**config.mk**
```make
export PLATFORM = sky130hd
export DESIGN_NAME = video_frame_reassembler_unit
export DESIGN_NICKNAME = d
export VERILOG_FILES = /design/src/sv/vfr_pkg.sv /design/src/sv/vfr_pool.sv /design/src/sv/vfr_core.sv /design/src/sv/video_frame_reassembler_unit.sv
export SDC_FILE = /design/constraint.sdc
export NUM_CORES = 1
export LEC_CHECK = 0
export ABC_AREA = 1
export BUFFER_PORTS_ARGS = -buffer_cell sky130_fd_sc_hd__clkbuf_2
export CORE_MARGIN = 5
export CORE_UTILIZATION = 50
export DETAILED_ROUTE_END_ITERATION = 16
export HOLD_SLACK_MARGIN = 0.05
export PLACE_DENSITY = 0.74
export SYNTH_ARGS = -nofsm -noshare
export SYNTH_HDL_FRONTEND = slang
export SYNTH_HIERARCHICAL = 1
export SYNTH_SLANG_ARGS = --single-unit
```
**constraint.sdc**
```tcl
create_clock -name clk -period 14.05 [get_ports clk]
set_input_delay 2.81 -clock clk [delete_from_list [all_inputs] [get_ports clk]]
set_output_delay 2.81 -clock clk [all_outputs]
set_load 0.01 [all_outputs]
```
**src/sv/vfr_pkg.sv**
```systemverilog
`timescale 1ns / 1ps
// ----------------------------------------------------------------------------
// Video frame reassembler package
// Shared types and fixed constants of the frame reassembler.
// ----------------------------------------------------------------------------
package vfr_pkg;

  // Action codes of an input transaction.
  localparam logic [1:0] ACT_HEADER  = 2'd0;
  localparam logic [1:0] ACT_RELEASE = 2'd1;
  localparam logic [1:0] ACT_STATS   = 2'd2;

  // Reset value of the lag window register.
  localparam logic [15:0] WINDOW_RESET = 16'd200;

  // Saturation limits.
  localparam logic [23:0] LEN_MAX   = 24'hFFFFFF;
  localparam logic [31:0] COUNT_MAX = 32'hFFFFFFFF;

  typedef struct packed {
    logic [1:0]  action;
    logic [31:0] frame_no;
    logic [15:0] part_no;
    logic        is_last;
    logic [10:0] payload_size;
    logic        restored_by_fec;
    logic [1:0]  release_id;
  } item_t;

  typedef struct packed {
    logic        lost_partial;
    logic [15:0] lost_partial_parts;
    logic        abandoned_next;
    logic [30:0] lost_whole_frames;
    logic        accepted;
    logic [1:0]  buffer_id;
    logic [23:0] write_offset;
    logic        completed;
    logic        completed_fec;
    logic [31:0] discarded_count;
  } result_t;

  // Requests from the frame tracker to the buffer pool.
  typedef struct packed {
    logic push;
    logic pop;
  } pool_req_t;

  // Pool status as seen after this cycle's push.
  typedef struct packed {
    logic empty;
  } pool_sts_t;

endpackage

```
**src/sv/vfr_pool.sv**
```systemverilog
`timescale 1ns / 1ps
// ----------------------------------------------------------------------------
// Video frame reassembler buffer pool
// Free stack of buffer ids with push-then-pop in a single cycle.
// ----------------------------------------------------------------------------
module vfr_pool #(
  parameter int POOL_BUFFERS = 3,
  parameter int IdW          = (POOL_BUFFERS > 1) ? $clog2(POOL_BUFFERS) : 1,
  parameter int CntW         = $clog2(POOL_BUFFERS + 1)
) (
  input  logic                clk,
  input  logic                rst_n,
  input  vfr_pkg::pool_req_t  req,
  input  logic [IdW-1:0]      push_id,
  output vfr_pkg::pool_sts_t  sts,
  output logic [IdW-1:0]      top_id
);

  logic [IdW-1:0]  stack_r [POOL_BUFFERS];
  logic [CntW-1:0] count_r;
  logic [CntW-1:0] count_nxt;
  logic [CntW-1:0] count_a;
  logic [CntW-1:0] count_m1;
  logic            push_ok;
  logic            pop_ok;

  // A push onto a full stack is dropped; a pop sees the stack after the push.
  assign push_ok   = req.push && (count_r < CntW'(POOL_BUFFERS));
  assign count_a   = push_ok ? count_r + 1'b1 : count_r;
  assign count_m1  = count_r - 1'b1;
  assign sts.empty = (count_a == '0);
  assign top_id    = push_ok ? push_id : stack_r[count_m1[IdW-1:0]];
  assign pop_ok    = req.pop && !sts.empty;
  assign count_nxt = pop_ok ? count_a - 1'b1 : count_a;

  always_ff @(posedge clk) begin
    if (!rst_n) begin
      count_r <= CntW'(POOL_BUFFERS);
      for (int i = 0; i < POOL_BUFFERS; i++) begin
        stack_r[i] <= IdW'(i);
      end
    end else begin
      count_r <= count_nxt;
      if (push_ok) begin
        stack_r[count_r[IdW-1:0]] <= push_id;
      end
    end
  end

endmodule

```
**src/sv/vfr_core.sv**
```systemverilog
`timescale 1ns / 1ps
// ----------------------------------------------------------------------------
// Video frame reassembler core
// Frame and part tracking, resync, buffer hand-out and discard counting.
// ----------------------------------------------------------------------------
module vfr_core #(
  parameter int POOL_BUFFERS = 3
) (
  input  logic             clk,
  input  logic             rst_n,
  input  logic             fire,
  input  vfr_pkg::item_t   item,
  input  logic [15:0]      window,
  output vfr_pkg::result_t res
);

  localparam int IdW = (POOL_BUFFERS > 1) ? $clog2(POOL_BUFFERS) : 1;

  logic [31:0]    cur_frame_r, cur_frame_nxt;
  logic [15:0]    next_part_r, next_part_nxt;
  logic           holding_r, holding_nxt;
  logic [IdW-1:0] held_buffer_r, held_buffer_nxt;
  logic           discard_r, discard_nxt;
  logic           fec_r, fec_nxt;
  logic [23:0]    frame_len_r, frame_len_nxt;
  logic [31:0]    discard_total_r, discard_total_nxt;

  vfr_pkg::pool_req_t pool_req;
  vfr_pkg::pool_sts_t pool_sts;
  logic [IdW-1:0]     pool_push_id;
  logic [IdW-1:0]     pool_top;

  logic        is_hdr, is_rel, is_stats;
  logic [31:0] lag_sum;
  logic [31:0] delta;
  logic        resync;
  logic [15:0] np_a;
  logic        holding_a, discard_a, fec_a;
  logic [23:0] len_a;
  logic        match;
  logic        take;
  logic        no_buffer;
  logic [IdW-1:0] buf_id;
  logic [23:0] offset;
  logic [24:0] sum;
  logic [23:0] sum_sat;
  logic        fec_n;

  vfr_pool #(.POOL_BUFFERS(POOL_BUFFERS)) u_pool (
    .clk     (clk),
    .rst_n   (rst_n),
    .req     (pool_req),
    .push_id (pool_push_id),
    .sts     (pool_sts),
    .top_id  (pool_top)
  );

  always_comb begin
    is_hdr   = (item.action == vfr_pkg::ACT_HEADER);
    is_rel   = (item.action == vfr_pkg::ACT_RELEASE);
    is_stats = (item.action == vfr_pkg::ACT_STATS);

    lag_sum = item.frame_no + {16'd0, window};
    delta   = item.frame_no - cur_frame_r;
    resync  = is_hdr && ((lag_sum < cur_frame_r) || (item.frame_no > cur_frame_r));

    np_a      = resync ? 16'd0 : next_part_r;
    holding_a = resync ? 1'b0  : holding_r;
    discard_a = resync ? 1'b0  : discard_r;
    fec_a     = resync ? 1'b0  : fec_r;
    len_a     = resync ? 24'd0 : frame_len_r;

    // After a resync the current frame equals the header's frame index.
    match = is_hdr && (resync || (item.frame_no == cur_frame_r)) &&
            (item.part_no == np_a) && !discard_a;
    no_buffer = match && !holding_a && pool_sts.empty;
    take      = match && !no_buffer;

    buf_id  = holding_a ? held_buffer_r : pool_top;
    offset  = holding_a ? len_a : 24'd0;
    sum     = {1'b0, offset} + {14'd0, item.payload_size};
    sum_sat = sum[24] ? vfr_pkg::LEN_MAX : sum[23:0];
    fec_n   = fec_a || item.restored_by_fec;

    // Pool traffic: a release, or a held buffer freed on resync, then a pop.
    pool_req.push = fire && ((is_rel && (32'(item.release_id) < POOL_BUFFERS)) ||
                             (resync && holding_r));
    pool_push_id  = is_rel ? IdW'(item.release_id) : held_buffer_r;
    pool_req.pop  = fire && match && !holding_a;

    // Result fields.
    res = '0;
    if (resync && (next_part_r != 16'd0)) begin
      res.lost_partial       = 1'b1;
      res.lost_partial_parts = next_part_r;
      res.abandoned_next     = (item.frame_no == cur_frame_r + 32'd1);
    end
    if (resync && (delta >= 32'd2) && !delta[31]) begin
      res.lost_whole_frames = delta[30:0] - 31'd1;
    end
    if (take) begin
      res.accepted      = 1'b1;
      res.buffer_id     = 2'(buf_id);
      res.write_offset  = offset;
      res.completed     = item.is_last;
      res.completed_fec = item.is_last && fec_n;
    end
    if (is_stats) begin
      res.discarded_count = discard_total_r;
    end

    // Next state.
    cur_frame_nxt     = resync ? item.frame_no : cur_frame_r;
    next_part_nxt     = np_a;
    holding_nxt       = holding_a;
    held_buffer_nxt   = held_buffer_r;
    discard_nxt       = discard_a;
    fec_nxt           = fec_a;
    frame_len_nxt     = len_a;
    discard_total_nxt = discard_total_r;

    if (is_stats) begin
      discard_total_nxt = 32'd0;
    end
    if (no_buffer) begin
      discard_nxt = 1'b1;
      if (discard_total_r != vfr_pkg::COUNT_MAX) begin
        discard_total_nxt = discard_total_r + 32'd1;
      end
    end
    if (take) begin
      if (item.is_last) begin
        holding_nxt   = 1'b0;
        next_part_nxt = 16'd0;
        fec_nxt       = 1'b0;
        discard_nxt   = 1'b0;
        frame_len_nxt = 24'd0;
      end else begin
        holding_nxt     = 1'b1;
        held_buffer_nxt = buf_id;
        next_part_nxt   = np_a + 16'd1;
        fec_nxt         = fec_n;
        frame_len_nxt   = sum_sat;
      end
    end
  end

  always_ff @(posedge clk) begin
    if (!rst_n) begin
      cur_frame_r     <= '0;
      next_part_r     <= '0;
      holding_r       <= 1'b0;
      held_buffer_r   <= '0;
      discard_r       <= 1'b0;
      fec_r           <= 1'b0;
      frame_len_r     <= '0;
      discard_total_r <= '0;
    end else if (fire) begin
      cur_frame_r     <= cur_frame_nxt;
      next_part_r     <= next_part_nxt;
      holding_r       <= holding_nxt;
      held_buffer_r   <= held_buffer_nxt;
      discard_r       <= discard_nxt;
      fec_r           <= fec_nxt;
      frame_len_r     <= frame_len_nxt;
      discard_total_r <= discard_total_nxt;
    end
  end

endmodule

```
**src/sv/video_frame_reassembler_unit.sv**
```systemverilog
`timescale 1ns / 1ps
// ----------------------------------------------------------------------------
// Video frame reassembler unit
// Tracks frame and part numbers of incoming packet headers, hands out frame
// buffers from a free pool and reports losses, completions and discards.
// ----------------------------------------------------------------------------
// Usage:
//   The input channel (in_valid / in_stall) carries one transaction per
//   packet header, buffer release or statistics read. Every input
//   transaction produces exactly one result transaction on the output
//   channel (out_valid / out_stall), in order.
//   The block accepts one transaction per cycle while in_stall is low. A
//   transaction is captured in an input register, processed by the frame
//   tracker and buffer pool once the output register is free, and its
//   result is held in the output register, from which it can be taken.
//   Apart from receiver stalls, the rate is limited only by the state
//   update of the frame tracker.
//   When the receiver stalls, the output register holds its result and the
//   input register fills; in_stall rises only once both are occupied.
//   The cfg channel (cfg_valid / cfg_ready) writes the old frame window; it
//   is always ready and is meant to be written while the block is idle.
//   Synchronous reset clears the tracker, refills the pool with all buffer
//   ids (highest id handed out first) and sets the window to 200.
// ----------------------------------------------------------------------------
module video_frame_reassembler_unit #(
  parameter int POOL_BUFFERS = 3
) (
  input  logic        clk,
  input  logic        rst_n,

  input  logic        cfg_valid,
  output logic        cfg_ready,
  input  logic [15:0] cfg_data,

  input  logic        in_valid,
  output logic        in_stall,
  input  logic [1:0]  in_action,
  input  logic [31:0] in_frame_index,
  input  logic [15:0] in_part_index,
  input  logic        in_last_part,
  input  logic [10:0] in_payload_size,
  input  logic        in_restored_by_fec,
  input  logic [1:0]  in_release_id,

  output logic        out_valid,
  input  logic        out_stall,
  output logic        out_lost_partial,
  output logic [15:0] out_lost_partial_parts,
  output logic        out_abandoned_next,
  output logic [30:0] out_lost_whole_frames,
  output logic        out_accepted,
  output logic [1:0]  out_buffer_id,
  output logic [23:0] out_write_offset,
  output logic        out_completed,
  output logic        out_completed_fec,
  output logic [31:0] out_discarded_count
);

  logic [15:0]      window_r;
  vfr_pkg::item_t   item_r;
  logic             item_valid_r, item_valid_nxt;
  vfr_pkg::result_t res;
  vfr_pkg::result_t res_r;
  logic             out_valid_r, out_valid_nxt;
  logic             out_free;
  logic             fire;
  logic             in_take;

  // The output register frees when empty or when its transaction is taken.
  assign out_free  = !out_valid_r || !out_stall;
  assign fire      = item_valid_r && out_free;
  assign in_stall  = item_valid_r && !out_free;
  assign in_take   = in_valid && !in_stall;
  assign cfg_ready = 1'b1;

  always_comb begin
    item_valid_nxt = item_valid_r;
    if (in_take) begin
      item_valid_nxt = 1'b1;
    end else if (fire) begin
      item_valid_nxt = 1'b0;
    end

    out_valid_nxt = out_valid_r;
    if (fire) begin
      out_valid_nxt = 1'b1;
    end else if (!out_stall) begin
      out_valid_nxt = 1'b0;
    end
  end

  always_ff @(posedge clk) begin
    if (!rst_n) begin
      item_valid_r <= 1'b0;
      out_valid_r  <= 1'b0;
      window_r     <= vfr_pkg::WINDOW_RESET;
    end else begin
      item_valid_r <= item_valid_nxt;
      out_valid_r  <= out_valid_nxt;
      if (cfg_valid && cfg_ready) begin
        window_r <= cfg_data;
      end
    end
  end

  // Payload registers need no reset.
  always_ff @(posedge clk) begin
    if (in_take) begin
      item_r.action          <= in_action;
      item_r.frame_no        <= in_frame_index;
      item_r.part_no         <= in_part_index;
      item_r.is_last         <= in_last_part;
      item_r.payload_size    <= in_payload_size;
      item_r.restored_by_fec <= in_restored_by_fec;
      item_r.release_id      <= in_release_id;
    end
    if (fire) begin
      res_r <= res;
    end
  end

  vfr_core #(.POOL_BUFFERS(POOL_BUFFERS)) u_core (
    .clk    (clk),
    .rst_n  (rst_n),
    .fire   (fire),
    .item   (item_r),
    .window (window_r),
    .res    (res)
  );

  assign out_valid              = out_valid_r;
  assign out_lost_partial       = res_r.lost_partial;
  assign out_lost_partial_parts = res_r.lost_partial_parts;
  assign out_abandoned_next     = res_r.abandoned_next;
  assign out_lost_whole_frames  = res_r.lost_whole_frames;
  assign out_accepted           = res_r.accepted;
  assign out_buffer_id          = res_r.buffer_id;
  assign out_write_offset       = res_r.write_offset;
  assign out_completed          = res_r.completed;
  assign out_completed_fec      = res_r.completed_fec;
  assign out_discarded_count    = res_r.discarded_count;

endmodule

```
Word-level counts from Yosys, hierarchy flattened:

Memory sizes are Yosys's and may differ from the RTL's.
Cells that the tools add are included.

* register bits after elaboration: 304
* memory bits (writable): 6
* input port bits: 86
* output and inout bits: 113
* word-level logic and storage cells: 134
* memories kept: 1

* add/sub/neg operators: 10
* magnitude comparators: 5
* eq/ne operators: 7
* mux-type cells: 39
* bitwise gates (word level): 1
* reduce and logical (&&, ||, !) cells: 42

Memory list
* u_core.u_pool.stack_r: depth 3, bits a word 2, read ports 1, clocked after Yosys merged registers in 0, write ports 3, RTL line vfr_pool.sv:19 `logic [IdW-1:0] stack_r [POOL_BUFFERS];`

Operators with widths (count)
* $mux 24: 5
* $mux 32: 3
* $add 32x1->32 const B: 2
* $eq 32x32->1: 2
* $mux 16: 3
* $add 32x16->32: 1
* $ge 32x2->1 const B: 1
* $gt 32x32->1: 1
* $lt 32x32->1: 1
* $ne 32x32->1 const B: 1
* $sub 32x32->32: 1
* $sub 31x1->31 const B: 1
* $mux 29: 1
* $add 24x11->25: 1
* $logic_and 1x1->1: 21
* $mux 1: 19
* $mux 18: 1
* $add 16x1->16 const B: 1
* $eq 16x16->1: 1
* $reduce_bool 16->1: 1
* $mux 2: 7
* $logic_not 1->1: 9
* $logic_or 1x1->1: 5
* $logic_not 2->1: 2
* 11 further kinds: 13

Logic depth before layout (Yosys ltp):

* word-level depth: 14
* gate-level depth with buffers: 56
* gate-level depth less buffers: 53

Modules after synthesis:

Netlist, hierarchy kept.

By module, submodules not included
* vfr_core: times used 1, cells an instance 2249, area each 13226.4 um^2
* video_frame_reassembler_unit: times used 1, cells an instance 258, area each 5900.7 um^2
* vfr_pool: times used 1, cells an instance 79, area each 613.1 um^2

Least setup slack after synthesis:

No wires, ideal clock.

* path type: in2reg
* from: input out_stall
* to: register res_r, in the netlist out_write_offset[0] (data pin)
* library setup time: 0.272 ns
* arrival time: 10.655 ns
* required time: 13.778 ns
* setup slack: 3.123 ns
* stages: 13
* cells stage by stage: a21oi_1 clkbuf_1 inv_2 clkbuf_1 a21oi_1 nand2_4 o21ai_1 ha_1 inv_1 o211ai_4 buf_2 buf_6 nor3_1

RTL lines
* start: declaration: RTL line video_frame_reassembler_unit.sv:46 `input logic out_stall,`
* end signal: assignment: RTL line video_frame_reassembler_unit.sv:118 `res_r <= res;`
* end: declaration: RTL line video_frame_reassembler_unit.sv:63 `vfr_pkg::result_t res_r;`

==> flow_summary_export.csv <==
group,metric,value,unit
outcome,status,"finished, final reports clean",
placement,gp_congestion,0.942,
power,peakVddDrop,0.0744,mV
floorplanning,die_w,209,um
global_route,grt_first_pass_wirelength,85600,um
placement,port_buffers,197,
min_path,hp-class,"register to register",
sta,slew_headroom,30.9,%
sta,fin_skew,17.5,ps
global_route,grtUsageTotal,23.5,%
route,first_pass_iters,6,
sta,fin_tns_setup,0,ps
setup_path,critical_path_buf_inv_count,6,
setup_path,start_kind,"register",
setup_path,r2r_start,"item_r[32]",
sta,maxSlewViolCount,0,
synthesis,syn_area_per_cell,7.63,um^2
sta,final-setup-viol-count,0,
cts,htreeDepth,2,
finish,seqCellArea,0.00808,mm^2
setup_path,path_class,"register to register",
finish,nets,2944,
cts,cts.clk_slew.worst_paths,60,ps
synthesis,syn_inst,2586,
route,avgRoutedWirePerCell,16.2,um
sta,fmax,116,MHz
run,max_cap_violations,0,
floorplanning,ios,199,
global_route,grt_max_degree,103,
sta,rsz0062_at_grt,"no",
sta,hold_violations,0,
finish,drive_gt1_share,10.5,%
route,ant_nets,0,
route,first_iter_violations,1614,
synthesis,synth_enable_flop_cells,183,
synthesis,post_synth_num_cell_types,51,
cts,cts_buffer_depth,3,
route,post_drt_via_cell_ratio,5.48,
setup_path,required,14550,ps
setup_path,endpoint,"u_core/discard_total_r[20]",
setup_path,crit_cells,44,
finish,final_cell_mix,"nand2_1, nor2_1, inv_1",
floorplanning,core,0.0388,mm^2
setup_path,crit_family,"simple AND/OR/NAND/NOR gates",
setup_path,slowest_delay,860,ps
global_route,grt_overflow,0,
cts,cts_setup_buffers,0,
synthesis,synth-seq-cells,312,
setup_path,end_kind,"register",
synthesis,yosysSeqAreaShare,40.9,%
setup_path,cp_slowest_cell,"inv_2",
finish,area.growth.synth_to_final,13.1,%
route,drc,0,
floorplanning,chipHeight,209,um
cts,clock_latency,550,ps
floorplanning,die-area,0.0436,mm^2
setup_path,cp-startpoint,"item_r[32]",
synthesis,synth_area,0.0197,mm^2
sta,tightest_slew,1040,ps
cts,cts_repair_resize_count,0,
cts,cts_tree,"built",
cts,clkSinkCount,312,
sta,post-route-min-period,8620,ps
power,powerDensity,109,mW/mm^2
finish,fill_cells,3538,
route,route.vias.total,18100,
synthesis,ys.flop_type,"edfxtp_1",
sta,layout_worst_path_cycle_share,61.4,%
floorplanning,num_rows,72,
finish,layout_commonest_cell,"nand2_1",
synthesis,postSynth.asyncResetShare,0,%
cts,holdBufCountCts,0,
route,totalWireLength,53500,um
power,switching_power,0.673,mW
setup_path,path_max_fanout,43,
cts,cts_root_buf,"clkbuf_16",
setup_path,worstPathArrival,9120,ps
power,switching_share,27.7,%
placement,hpwl,39000,um
setup_path,path_common_cell,"nand2_1",
power,comb_power_share,16.6,%
min_path,hold_depth,2,
global_route,grt_pass1_vias,17000,
finish,antenna_cells,0,
floorplanning,initial_utilization,50.8,%
synthesis,ys_warn_count,6,
power,fin_total_pwr,2.43,mW
global_route,antenna_found_initial,0,
power,power_frac_clock,40.0,%
setup_path,ff2ff_setup_slack,5430,ps
cts,cts_buffers,36,
power,p_leak,9.56,nW
setup_path,r2r_cells,44,
setup_path,worstReg2RegEnd,"u_core/discard_total_r[20]",
power,seq_power_share,43.4,%
finish,multi_input_area,0.0100,mm^2
power,internal-power,1.76,mW
-- layout make-up --
type | instances | share of cell area (%)
clock inverter | 7 | 0.555
multi-input combinational | 1860 | 45.0
tap | 518 | 2.90
clock buffer | 59 | 4.99
sequential | 312 | 36.2
inverter | 339 | 5.70
timing repair buffer | 206 | 4.72
-- per-stage QoR --
stage / utilization [%] / hold WS, ps / std cells / worst slack (ps) / cell area (um^2)
final: 57.5 / 466 / 3301 / 5430 / 22300
after detailed placement: 54.3 / 456 / 3235 / 5670 / 21100
after floorplan: - / 433 / 2587 / 3120 / 19700
after global routing: 57.5 / 491 / 3301 / 4730 / 22300
after CTS: 57.5 / 470 / 3301 / 5600 / 22300
after global placement: 54.3 / 456 / 3235 / 5820 / 21100
-- worst min path at each step --
stage                           start          end  slack (ps)
after floorplan           window_r[3]  window_r[3]         430
after global placement    window_r[7]  window_r[7]         460
after detailed placement  window_r[7]  window_r[7]         460
after CTS                 window_r[7]  window_r[7]         470
after global routing      window_r[7]  window_r[7]         490
final                     window_r[7]  window_r[7]         470
-- sequential cells by signal (all words and copies together), names as in the netlist, 8 cells and up --
name and count:
u_core/discard_total_r 32, u_core/cur_frame_r 32, u_core/u_pool/stack_r 8, u_core/next_part_r 16, out_lost_partial_parts 16, item_r 65
out_lost_whole_frames 31, u_core/frame_len_r 24, window_r 16, out_write_offset 24, out_discarded_count 32
-- tightest hold or removal path, delay by kind of cell, from the launching register on --
| kind | cells | cell delay, ps |
|---|---|---|
| flops | 1 | 330 |
| simple gates | 2 | 110 |
-- cell usage after synthesis, types with 7 or more instances --
master	number	area, um^2
nor3_1	60	300
inv_1	332	1250
a21o_1	9	67.6
buf_1	7	26.3
nand3b_1	16	120
o21ai_0	140	701
nand3_1	177	886
or2_2	7	43.8
nand4_1	38	238
a21oi_1	234	1170
edfxtp_1	183	5500
nand2_1	461	1730
dfxtp_1	129	2580
o211ai_1	8	60.1
o21a_1	7	52.6
ha_1	100	1250
xnor2_1	44	385
nor2_1	356	1340
buf_2	13	65.1
buf_4	10	75.1
nor4_1	12	75.1
o21ai_1	19	95.1
clkbuf_1	42	158
xor2_1	110	963
-- cell families (layout without fill, tap and decap cells) --
family          Yosys count  in the layout  synth area share, %
buf+inv                 415            611                 8.32
xor+xnor                154            154                 6.83
other cells               2              3               0.0380
flops                   312            312                 40.9
fa+ha+maj               103            103                 6.64
compound gates          445            445                 12.0
simple gates           1155           1155                 25.2
-- power by group through the flow --
stage | Sequential (mW) | Clock [mW] | Combinational [mW]
finish | 1.05 | 0.971 | 0.403
global route | 1.06 | 1.03 | 0.453
floorplan | 1.07 | 0 | 0.287
CTS | 1.05 | 0.990 | 0.400
global placement | 1.07 | 0 | 0.387
detailed placement | 1.07 | 0 | 0.397
-- layer usage --
| layer | up-vias | GRT usage (%) | part of all wire, % |
|---|---|---|---|
| li1 | 8913 | - | - |
| met1 | 8525 | 32.7 | 45 |
| met2 | 589 | 38.4 | 46 |
| met3 | 71 | 3.27 | 6.5 |
| met4 | 0 | 6.66 | 2.2 |
| met5 | - | 0 | 0 |
No activity file was read; power rests on OpenSTA's default activity.
